**config.mk**
```make
export PLATFORM = sky130hd
export DESIGN_NAME = ksel_count_unit
export DESIGN_NICKNAME = d
export VERILOG_FILES = /design/src/rtl/ksel_pkg.sv /design/src/rtl/ksel_count_unit.sv
export SDC_FILE = /design/constraint.sdc
export NUM_CORES = 1
export LEC_CHECK = 0
export BUFFER_PORTS_ARGS = -buffer_cell sky130_fd_sc_hd__clkbuf_2
export CAP_MARGIN = 20
export CORE_MARGIN = 4
export CORE_UTILIZATION = 40
export DETAILED_ROUTE_END_ITERATION = 7
export HOLD_SLACK_MARGIN = 0.08
export PLACE_DENSITY = 0.74
export SLEW_MARGIN = 10
export SYNTH_ARGS = -nofsm -noshare
export SYNTH_HDL_FRONTEND = slang
export SYNTH_SLANG_ARGS = --single-unit
```
**constraint.sdc**
```tcl
create_clock -name i_clk -period 3.7 [get_ports i_clk]
set_clock_uncertainty 0.2 [all_clocks]
set_input_delay 0.555 -clock i_clk [delete_from_list [all_inputs] [get_ports i_clk]]
set_output_delay 0.555 -clock i_clk [all_outputs]
set_load 0.01 [all_outputs]
```
**src/rtl/ksel_pkg.sv**
```systemverilog
// Package for the k-th smallest selector.
// Holds the sequencer state type, the count unit control struct and the rank width.
// No dependencies.
`default_nettype none
package ksel_pkg;

    localparam int RANK_W = 11;

    typedef enum logic [2:0] {
        S_LOAD,
        S_CAND,
        S_CAND_D,
        S_SCAN,
        S_SCAN_D,
        S_CHECK
    } t_state;

    typedef struct packed {
        logic clear;
        logic enable;
    } t_cnt_ctrl;

endpackage
`default_nettype wire

```
**src/rtl/ksel_count_unit.sv**
```systemverilog
// Shared compare unit: counts elements below and equal to the current candidate.
// Depends on ksel_pkg.
`default_nettype none
module ksel_count_unit #(
    parameter int DATA_WIDTH = 32,
    parameter int CW         = 11
) (
    input  wire logic                   i_clk,
    input  wire ksel_pkg::t_cnt_ctrl    i_ctrl,
    input  wire logic [DATA_WIDTH-1:0]  i_cand,
    input  wire logic [DATA_WIDTH-1:0]  i_elem,
    output logic      [CW-1:0]          o_below,
    output logic      [CW-1:0]          o_same
);

    logic [CW-1:0] r_below, n_below;
    logic [CW-1:0] r_same, n_same;

    always_comb begin
        n_below = r_below;
        n_same  = r_same;
        if (i_ctrl.clear) begin
            n_below = '0;
            n_same  = '0;
        end else if (i_ctrl.enable) begin
            if ($signed(i_elem) < $signed(i_cand)) begin
                n_below = r_below + CW'(1);
            end else if (i_elem == i_cand) begin
                n_same = r_same + CW'(1);
            end
        end
    end

    always_ff @(posedge i_clk) begin
        r_below <= n_below;
        r_same  <= n_same;
    end

    assign o_below = r_below;
    assign o_same  = r_same;

endmodule
`default_nettype wire

```
==> flow_summary.yaml <==
cts:
  postCtsSetupBuffers: 0
  hold_buffers: 0
  clockRootBuffer: "clkbuf_8"
  insertion_delay_ns: 0.25
  cts_tree: "yes"
  htree_levels: 1
  numCtsBuffers: 3
  clk_pin_slew_ns: 0.08
  cts.sinks: 22
  cts_buffer_depth: 2
  cts_resized: 0
drt:
  routed-via-count: 2115
  drc: 0
  finalWirelength_mm: 4.88
  first_iter_violations: 76
  ant_nets: 0
  wire_per_inst_um: 11.6
  drt-vias-per-instance: 5.04
  drt-pass1-iter-count: 4
critical_path:
  critPathBufInv: 2
  endpoint_kind: "flip-flop"
  worst_path_dominant_cell_family: "simple AND/OR/NAND/NOR gates"
  critical_path_class: "in2reg"
  worstPathCellList: "clkbuf_2 -> inv_1 -> ha_1 -> nand4_4 -> nor3_1 -> a221oi_2 -> o21ai_1 -> or3_1 -> a21oi_1 -> mux2_2"
  crit_path_max_fanout: 9
  arrival_ns: 2.90
  crit_slowest_cell: "or3_1"
  cp_slowest_stage_delay_ns: 0.55
  crit_path_start_kind: "primary input"
  critPathRequiredTime_ns: 3.65
power_and_ir_drop:
  p_leak_nw: 1.35
  power_density_nw_per_um2: 204
  ir_drop_mv: 0.161
synth:
  synth_area_um2: 2100
  synth_area_per_cell_um2: 7.84
  yosysTopAreaCell: "dfxtp_1"
  ys_seq_area_frac: 0.210
  synth-edff-count: 0
  synth_cells: 268
  yosys_register_bits: 22
  synth_nets: 369
  ys_warn_count: 0
  yosysTopAreaCellShare: 0.210
  synth.distinct_cells: 40
  synthArstFlopShare: 0
  ys_top_cells_by_area: "dfxtp_1 21%, ha_1 20%, inv_1 6.4%"
  synth_ff_type: "dfxtp_1"
  synth_commonest_cells: "36 x inv_1, 34 x ha_1, 23 x a21oi_1"
  synth.most_common_cell: "inv_1"
place:
  portBuffers: 88
  dp_hpwl_mm: 4.16
  post-place-ws_ns: 0.463
  gp_congestion: 0.764
  placedInstanceArea_um2: 2580
floorplan:
  initial_utilization: 0.411
  die_h_um: 80.5
  fp.dieW_um: 80.5
  rows: 26
  coreArea_um2: 5110
  ios: 89
  die_area_um2: 6480
global_route:
  grt_pass1_wl_mm: 8.00
  grt_max_degree: 40
  grt_overflow: 0
  track_usage: 0.149
  grt_pass1_vias: 1918
  antenna_found_initial: 0
timing:
  period_needed_ns: 2.95
  worst_slew_margin_rel: 0.541
  holdWs_ns: 0.306
  drv_slew: 0
  hold_viol: 0
  worstMarginPinSlew_ns: 0.688
  max_freq_ghz: 0.339
  fin_ws_ns: 0.754
  setup_violations: 0
  finalCritPeriodShare: 0.796
  rsz0062_at_grt: "false"
  fin_tns_setup_ns: 0
final_layout:
  drive_gt1_frac: 0.320
  antennaDiodeCount: 0
  utilization: 0.513
  area_delta_synth_final_pct: 24.7
  final_cell_area_um2: 2620
  fin_nets: 453
worst_hold_path:
  hold_class: "reg2reg"
outcome:
  outcome: "finished clean"
flow_run:
  drv_cap: 0
## worst min-delay path: cells and delay by family (launching register included)
| kind | cells | cell delay, ns |
|---|---|---|
| DFF | 1 | 0.32 |
| AOI/OAI and AO/OA | 2 | 0.14 |
## layout by cell type (no fill, tap or decap), types with 2 or more instances in the layout
cell type   n
and2_1      2
a21oi_1    23
dfxtp_1    22
o41ai_1     2
nor4_2      2
inv_1      36
or4_1       3
nand2_1    21
ha_1       34
a21boi_2    2
nand4_1     9
nor3_1      6
o21ai_0    10
nor2_1     15
clkbuf_8    3
clkbuf_2   88
mux2_2     12
nand2b_1    4
or3_1       4
o21a_1      2
and4_1      2
nand3_1    10
nor2b_1    16
and3_1      3
a221oi_1    2
a21o_1      2
o2111ai_1   4
## state kept, by name, indices dropped and copies added, names as in the netlist
signal   flops
o_below     11
o_same      11
## logic make-up after synthesis
family | share of synthesized area
simple gates | 0.263
compound gates | 0.162
buf+inv | 0.0881
fa+ha+maj | 0.203
flops | 0.210
mux | 0.0744
## layer usage
layer,vias to the layer above,track usage,routed length (um)
met2,68,0.274,2290
met1,929,0.179,2150
met3,6,0.0213,373
met4,0,0.0389,58
met5,-,0,0
li1,1112,-,-
## path summary, 6_finish.rpt
kind,startpoint,to,slack [ns],cells past startpoint
setup / recovery,i_cand[31],o_below[3],0.75,10
hold / removal,o_same[10],o_same[10],0.31,2
setup reg to reg,o_below[3],o_below[10],1.49,5
hold reg to reg,o_same[10],o_same[10],0.31,2
## power breakdown
group / switching [mW] / internal [mW]
registers: 0.00297 / 0.239
clock network: 0.0720 / 0.0725
logic: 0.0773 / 0.0703
total: 0.152 / 0.381
## per-stage QoR
step	cells	power, mW
3_5_place_dp	417	0.396
6_report	420	0.534
3_3_place_gp	417	0.393
5_1_grt	420	0.575
2_1_floorplan	268	0.342
4_1_cts	420	0.543
## cell type report
class                   instances  area (um2)
fillers                       508        2490
multi-input cells             201        1480
flip-flops and latches         22         440
repair buffers                 88         440
inverters                      36         135
well taps                      70        87.6
clock buffers                   3        41.3
No activity file was read; power rests on OpenSTA's default activity.
